**src/hw/rtl/sgm_pkg.sv**
```systemverilog
// ----------------------------------------------------------------------------
// Sobel gradient magnitude package
// Shared types and constants for the Sobel gradient magnitude unit: payload
// words, controller states, and the command and status groups between the
// controller and the datapath.
// ----------------------------------------------------------------------------
package sgm_pkg;

   localparam int DEFAULT_MAX_LINE = 2048;

   localparam int PIXEL_WIDTH      = 8;
   localparam int LINE_WIDTH_WIDTH = 12;
   localparam int LINE_COUNT_WIDTH = 13;
   localparam int ROW_WIDTH        = 14;
   localparam int CSR_INDEX_WIDTH  = 1;
   localparam int CSR_DATA_WIDTH   = 13;

   localparam logic [LINE_WIDTH_WIDTH-1:0] LINE_WIDTH_RESET = 12'd512;
   localparam logic [LINE_COUNT_WIDTH-1:0] LINE_COUNT_RESET = 13'd512;

   localparam logic [CSR_INDEX_WIDTH-1:0] CSR_LINE_WIDTH = 1'b0;
   localparam logic [CSR_INDEX_WIDTH-1:0] CSR_LINE_COUNT = 1'b1;

   localparam logic [PIXEL_WIDTH-1:0] MAGNITUDE_MAX = 8'd255;

   typedef struct packed {
      logic [PIXEL_WIDTH-1:0] pixel;
      logic                   flush;
   } sgm_req_type;

   typedef struct packed {
      logic [PIXEL_WIDTH-1:0] magnitude;
      logic                   frame_last;
   } sgm_rsp_type;

   typedef enum logic [2:0] {
      S_IDLE,
      S_WINDOW,
      S_SQUARE,
      S_SUM,
      S_ROOT,
      S_OUTPUT
   } sgm_state_type;

   typedef struct packed {
      logic capture;
      logic window_step;
      logic square_step;
      logic sum_step;
      logic root_step;
      logic out_load;
   } sgm_cmd_type;

   typedef struct packed {
      logic result_valid;
      logic root_last;
      logic out_free;
   } sgm_status_type;

endpackage

```
**src/hw/rtl/sgm_controller.sv**
```systemverilog
// ----------------------------------------------------------------------------
// Sobel gradient magnitude controller
// State machine that steps one pixel word at a time through capture, window
// update, squaring, summing, the square root iterations and the result load.
// ----------------------------------------------------------------------------
module sgm_controller
   import sgm_pkg::*;
(
   input  logic           clock,
   input  logic           reset,
   input  logic           req_valid,
   output logic           req_stall,
   input  sgm_status_type status,
   output sgm_cmd_type    cmd
);

   sgm_state_type state_ff;
   sgm_state_type state_in;

   always_ff @(posedge clock) begin
      if (reset) begin
         state_ff <= S_IDLE;
      end else begin
         state_ff <= state_in;
      end
   end

   always_comb begin
      state_in = state_ff;
      cmd      = '0;
      unique case (state_ff)
         S_IDLE: begin
            if (req_valid) begin
               cmd.capture = 1'b1;
               state_in    = S_WINDOW;
            end
         end
         S_WINDOW: begin
            cmd.window_step = 1'b1;
            state_in        = status.result_valid ? S_SQUARE : S_IDLE;
         end
         S_SQUARE: begin
            cmd.square_step = 1'b1;
            state_in        = S_SUM;
         end
         S_SUM: begin
            cmd.sum_step = 1'b1;
            state_in     = S_ROOT;
         end
         S_ROOT: begin
            cmd.root_step = 1'b1;
            if (status.root_last) begin
               state_in = S_OUTPUT;
            end
         end
         S_OUTPUT: begin
            if (status.out_free) begin
               cmd.out_load = 1'b1;
               state_in     = S_IDLE;
            end
         end
         default: begin
            state_in = S_IDLE;
         end
      endcase
   end

   assign req_stall = (state_ff != S_IDLE);

   // An accepted word always moves on to the window update.
   assert property (@(posedge clock) disable iff (reset)
      (req_valid && !req_stall) |=> (state_ff == S_WINDOW))
      else $error("accepted word did not reach the window update");

   // The last root iteration hands over to the result load.
   assert property (@(posedge clock) disable iff (reset)
      (state_ff == S_ROOT && status.root_last) |=> (state_ff == S_OUTPUT))
      else $error("square root did not finish after its last step");

   // At most one command is issued in any cycle.
   assert property (@(posedge clock) disable iff (reset)
      $onehot0(cmd))
      else $error("more than one datapath command in one cycle");

endmodule

```
**config.mk**
```make
export PLATFORM = sky130hd
export DESIGN_NAME = sgm_controller
export DESIGN_NICKNAME = d
export VERILOG_FILES = /design/src/hw/rtl/sgm_pkg.sv /design/src/hw/rtl/sgm_controller.sv
export SDC_FILE = /design/constraint.sdc
export NUM_CORES = 1
export LEC_CHECK = 0
export BUFFER_PORTS_ARGS = -buffer_cell sky130_fd_sc_hd__buf_4
export CAP_MARGIN = 40
export CORE_AREA = 8 8 45 47
export CTS_CLUSTER_DIAMETER = 120
export DETAILED_ROUTE_END_ITERATION = 7
export DIE_AREA = 0 0 53 55
export HOLD_SLACK_MARGIN = 0.03
export SLEW_MARGIN = 20
export SYNTH_ARGS = -nofsm -noshare
export SYNTH_HDL_FRONTEND = slang
export SYNTH_SLANG_ARGS = --single-unit
```
**constraint.sdc**
```tcl
create_clock -name clock -period 1 [get_ports clock]
set_input_delay 0.05 -clock clock [delete_from_list [all_inputs] [get_ports clock]]
set_output_delay 0.05 -clock clock [all_outputs]
set_load 0.03 [all_outputs]
```
==> results of run 1 <==
==> what timing repair did <==
action / 4_1_cts / 5_1_grt
hold buffers: 1 / 0
endpoints found under the setup margin: 8 / 9
gates resized for setup: 10 / 16
buffers inserted: 3 / 2
pin swaps: 2 / 2
endpoints found under the hold margin: 3 / 0
==> per-layer routing <==
metal  part of all wire  vias to the layer above  track usage
met5                  0                        -            0
met4                  0                        0       0.0259
li1                   -                      137            -
met3               0.14                        0       0.0267
met2               0.56                       11       0.0840
met1               0.30                      123       0.0379
==> synth_stat cells (2+ instances only) <==
cell     instances  area (µm²)
a21oi_1          2        10.0
dfxtp_1          3        60.1
nand2_1          2        7.51
nor2_1           4        15.0
nor2b_1          2        12.5
o21ai_0          2        10.0
==> tightest hold or removal path: cells and delay by family <==
family,cells,cell delay [ns]
buffers and inverters,1,0.09
AO/OA/AOI/OAI,2,0.18
==> cell families (layout without fill, tap and decap cells) <==
family	count (synthesis)	after routing	share of synthesized area
AND/OR/NAND/NOR	16	16	0.491
AO/OA/AOI/OAI	4	4	0.0958
flip-flops	3	3	0.287
buffers and inverters	2	28	0.0718
multiplexers	1	1	0.0539
==> stage by stage <==
| step | utilization | worst slack [ns] |
|---|---|---|
| global route | 0.370 | -0.256 |
| finish | 0.370 | -0.216 |
| detailed placement | 0.257 | -0.0155 |
| CTS | 0.322 | -0.232 |
| global placement | 0.257 | 0.00133 |
| floorplan | - | -0.0564 |
==> path summary, 6_finish.rpt <==
kind                             from                        to  depth (start not counted)
max          state_ff[2]$_SDFFE_PP0P_                    cmd[5]                          3
min reg2reg  state_ff[2]$_SDFFE_PP0P_  state_ff[1]$_SDFFE_PP0P_                          3
min                         req_valid  state_ff[0]$_SDFFE_PP0P_                          3
max reg2reg  state_ff[2]$_SDFFE_PP0P_  state_ff[2]$_SDFFE_PP0P_                          5
==> cell type report <==
class,instances,area [µm²]
Inverter,1,3.75
Tap cell,16,20.0
Timing Repair Buffer,23,209
Multi-Input combinational cell,21,186
Clock buffer,4,26.3
Fill cell,153,872
Sequential cell,3,66.3
==> power by group <==
group	internal, W	switching, W
registers	0.000127	0.00000665
clock network	0.000149	0.0000575
logic	0.000102	0.0000874
total	0.000379	0.000152
==> metrics.md, run 1 <==
| Metric | Value |
|---|---|
| Status | finished, violations left |
| Failing checks | negative setup slack |
| Top reg by flops | state_ff |
| Top Family by Delay on Critical Path | simple AND/OR/NAND/NOR gates |
| Post-Syn Area | 209 µm² |
| Reg2Reg Setup Slack | -0.06 ns |
| Share of layout cells above drive strength 1 | 0.827 |
| WS Path Type | register to output pin |
| Die area | 2920 µm² |
| Distinct cell type count after synthesis | 17 |
| Non-Filler Instances | 68 |
| Hold WC Path Type | primary input to register |
| Setup violators final | 9 |
| Synth Area per Inst | 8.04 µm² |
| WP buf/inv | 1 |
| Die width | 53 µm |
| Vias | 271 |
| Max stage delay on crit path | 0.40 ns |
| Max-cap violations | 0 |
| Initial Utilization | 0.151 |
| Nets | 59 |
| Total Wirelength | 686 µm |
| Top FF cell, synth | dfxtp_1 |
| Residual DRC | 0 |
| Post-Syn Nets | 32 |
| Max reg flops | 3 |
| Die Y-Extent | 55 µm |
| Pins Over Slew Limit | 0 |
| Io pins | 13 |
| Worst hold slack | 0.134 ns |
| Commonest cells after routing, fill and taps aside | buf_4, buf_6, nor2_4, clkbuf_4 |
| GRT Total Usage | 0.0459 |
| Warnings from Yosys | 0 |
| Overall power | 0.000530 W |
| Worst-Skew Late Latency | 0.23 ns |
| Clock transition at path regs | 0.04 ns |
| Post-Layout Inst Area | 512 µm² |
| Relative slew slack | 0.880 |
| Cells after Synth | 26 |
| H-Tree Depth | 1 |
| Most common cell after layout, fill and taps aside | buf_4 |
| Seq cells post-synth | 3 |
| Number of global-route vias before repair | 260 |
| Final period utilization | 1.22 |
| Fmax | 822 MHz |
| CTS root buf | clkbuf_4 |
| Area Overhead vs Synth | 145% |
| Total Neg Setup Slack | -1.22 ns |
| Site row count | 14 |
| CTS tree | yes |
| Placed Area | 355 µm² |
| Initial antenna violation count | 0 |
| Unrepaired setup endpoints after global routing | true |
| Grt ovf | 0 |
| Startpoint Class | register |
| Register area share after synthesis | 0.287 |
| Crit path required time | 0.95 ns |
| Post-synth EDFFs | 0 |
| Max VDD drop | 0.433 mV |
| Largest net degree at the start of global routing | 5 |
| # clock sinks | 3 |
| Gp weighted congestion | 0.701 |
| Via density | 3.99 |
| Core Region | 1380 µm² |
| Largest registers | state_ff (3) |
| Critical path's slowest cell | or3_4 |
| First-pass GRT wire length | 966 µm |
| Pwr dens | 1040 nW/µm² |
| I/O Buffers | 12 |
| N_diodes | 0 |
| Clock Skew | 0.00181 ns |
| WP data arrival | 1.17 ns |
| Detailed-placement wirelength estimate | 493 µm |
| Setup ws final | -0.216 ns |
| Final Hold Vio Count | 0 |
| Post-DRT Antenna Nets | 0 |
| Ordered cell list for the critical path | or3_4, nor2_4, buf_6 |
| Crit path time final | 1.22 ns |
| Worst-Margin Slew | 0.180 ns |
| Crit end category | output pin |
| CTS buffer count | 3 |
| Drt first pass iters | 4 |
| Dpl cells | 58 |
| Async set or reset register ratio after synthesis | 0 |
| DRT iter0 DRCs | 4 |
| Crit-path max FO | 3 |
| P_leak | 0.233 nW |
| Max Root-Sink Buffers | 2 |
| Avg WL per Cell | 10.1 µm |
(Power assumes the default switching activity.)
==> run 2, diff against run 1 <==
--- a/config.mk
+++ b/config.mk
@@ -5,7 +5,7 @@
 export SDC_FILE = /design/constraint.sdc
 export NUM_CORES = 1
 export LEC_CHECK = 0
-export BUFFER_PORTS_ARGS = -buffer_cell sky130_fd_sc_hd__buf_4
+export BUFFER_PORTS_ARGS = -buffer_cell sky130_fd_sc_hd__buf_2
 export CAP_MARGIN = 40
 export CORE_AREA = 8 8 45 47
 export CTS_CLUSTER_DIAMETER = 120
==> metrics.md, run 2 (synthesized netlist as in run 1, its figures left out) <==
| Metric | Value |
|---|---|
| Failing checks | negative setup slack |
| Detailed-placement wirelength estimate | 518 µm (+5.0%) |
| WS Path Type | register to output pin |
| Largest registers | state_ff (3) |
| Max Root-Sink Buffers | 2 (unchanged) |
| Worst-Margin Slew | 0.163 ns (-0.0166 ns) |
| Max-cap violations | 0 (unchanged) |
| Fmax | 834 MHz (+1.4%) |
| Crit path time final | 1.20 ns (-0.0164 ns) |
| Grt ovf | 0 (unchanged) |
| Setup ws final | -0.200 ns (+0.0164 ns) |
| Pwr dens | 1140 nW/µm² (+10%) |
| Worst-Skew Late Latency | 0.23 ns (about the same) |
| First-pass GRT wire length | 1010 µm (+5.0%) |
| P_leak | 0.197 nW (-15%) |
| Layout filler cell count | 154 (+0.65%) |
| Avg WL per Cell | 10.5 µm (+4.3%) |
| Area Overhead vs Synth | 109% |
| H-Tree Depth | 1 (unchanged) |
| Number of global-route vias before repair | 272 (+4.6%) |
| Nets | 54 (-8.5%) |
| Site row count | 14 (unchanged) |
| DRT iter0 DRCs | 0 (-4) |
| Hold depth | 3 (unchanged) |
| Pre-CTS setup slack | -0.00305 ns (+0.0125 ns) |
| Commonest cells after routing, fill and taps aside | buf_6, buf_2, buf_4 |
| Setup violators final | 7 (-2) |
| Share of layout cells above drive strength 1 | 0.766 (-0.0610) |
| Worst hold slack | 0.129 ns (-0.00541 ns) |
| Via density | 4.02 (+0.77%) |
| Non-Filler Instances | 63 (-7.4%) |
| Clock power frac | 0.418 (+0.028) |
| Final period utilization | 1.20 (-0.0164) |
| Internal power consumption | 0.000353 W (-6.7%) |
| Io pins | 13 (unchanged) |
| Die Y-Extent | 55 µm (unchanged) |
| Sw Ratio | 0.291 (+0.00548) |
| GRT Total Usage | 0.0502 (+0.00437) |
| Max VDD drop | 0.244 mV (-44%) |
| Core Region | 1380 µm² (unchanged) |
| Unrepaired setup endpoints after global routing | true |
| Most common cell after layout, fill and taps aside | buf_6 |
| Die area | 2920 µm² (unchanged) |
| Comb power frac | 0.316 (-0.042) |
| Initial antenna violation count | 0 (unchanged) |
| P_sw | 0.000145 W (-4.1%) |
| Crit end category | output pin |
| Initial Utilization | 0.151 (unchanged) |
| Vias | 253 (-6.6%) |
| Reg2Reg Setup Slack | 0.02 ns (+0.08 ns) |
| CTS tree | yes |
| Clock Skew | 0.00197 ns (+0.000154 ns) |
| Max reg flops | 3 (unchanged) |
| Gp weighted congestion | 0.705 (+0.54%) |
| WP data arrival | 1.15 ns (-0.02 ns) |
| CTS buffer count | 3 (unchanged) |
| Die width | 53 µm (unchanged) |
| Crit-path max FO | 2 (-1) |
| I/O Buffers | 12 (unchanged) |
| Seq pwr share | 0.266 (+0.014) |
| Residual DRC | 0 (unchanged) |
| Status | finished, violations left |
| Startpoint Class | register |
| R2R depth | 3 (-2) |
| Top reg by flops | state_ff |
| Dpl cells | 57 (-1.7%) |
| # clock sinks | 3 (unchanged) |
| CTS root buf | clkbuf_4 |
| Crit path required time | 0.95 ns (about the same) |
| Clock transition at path regs | 0.04 ns (about the same) |
| Hold WC Path Type | primary input to register |
| Largest net degree at the start of global routing | 8 (+3) |
| Drt first pass iters | 1 (-3) |
| Final Hold Vio Count | 0 (unchanged) |
| Post-DRT Antenna Nets | 0 (unchanged) |
| N_diodes | 0 (unchanged) |
| Relative slew slack | 0.890 (+0.0102) |
| Pins Over Slew Limit | 0 (unchanged) |
| Total Wirelength | 663 µm (-3.4%) |
[run 2: layout make-up]
class | count | area [µm²] | area share
Sequential cell | 3 | 63.8 | 0.146
Timing Repair Buffer | 18 | 149 | 0.341
Inverter | 1 | 3.75 | 0.00860
Tap cell | 16 | 20.0 | 0.0458
Multi-Input combinational cell | 21 | 174 | 0.398
Clock buffer | 4 | 26.3 | 0.0602
[run 2: stage by stage]
step                area [µm²]  utilization  setup TNS (ns)  power [W]
detailed placement         318        0.230        -0.00305   0.000261
floorplan                  219            -         -0.0564   0.000220
global placement           318        0.230               0   0.000257
finish                     437        0.316          -0.922   0.000499
CTS                        407        0.294          -0.971   0.000500
global route               437        0.316           -1.34   0.000539
[run 2: worst paths after layout]
kind                            start                  endpoint
max          state_ff[1]$_SDFFE_PP0P_                    cmd[5]
max reg2reg  state_ff[1]$_SDFFE_PP0P_  state_ff[1]$_SDFFE_PP0P_
min                         req_valid  state_ff[0]$_SDFFE_PP0P_
min reg2reg  state_ff[2]$_SDFFE_PP0P_  state_ff[1]$_SDFFE_PP0P_
[run 2: per-layer routing]
| layer | part of all wire | GRT usage | wire [µm] | vias up |
|---|---|---|---|---|
| met2 | 0.53 | 0.0820 | 351 | 11 |
| met4 | 0 | 0.0388 | 0 | 0 |
| met1 | 0.32 | 0.0424 | 213 | 116 |
| li1 | - | - | - | 126 |
| met5 | 0 | 0 | 0 | - |
| met3 | 0.15 | 0.0348 | 98 | 0 |
[run 2: power by group through the flow]
stage          clock (W)  sequential [W]  combinational (W)
6_report        0.000209        0.000133           0.000157
4_1_cts         0.000215        0.000132           0.000152
3_5_place_dp           0        0.000132           0.000128
5_1_grt         0.000236        0.000133           0.000170
2_1_floorplan          0        0.000134          0.0000864
3_3_place_gp           0        0.000132           0.000125
[run 2: what timing repair did]
item / 4_1_cts / 5_1_grt
setup endpoints to repair: 8 / 10
endpoints found under the hold margin: 3 / 0
gates resized for setup: 16 / 9
setup buffers: 1 / 0
hold buffers: 1 / 0
pin swaps: 1 / 1
[run 2: critical path: stages, from the launching register on]
cell	delay (ns)
dfxtp_2	0.31
or3_4	0.39
nor2_4	0.09
buf_6	0.13
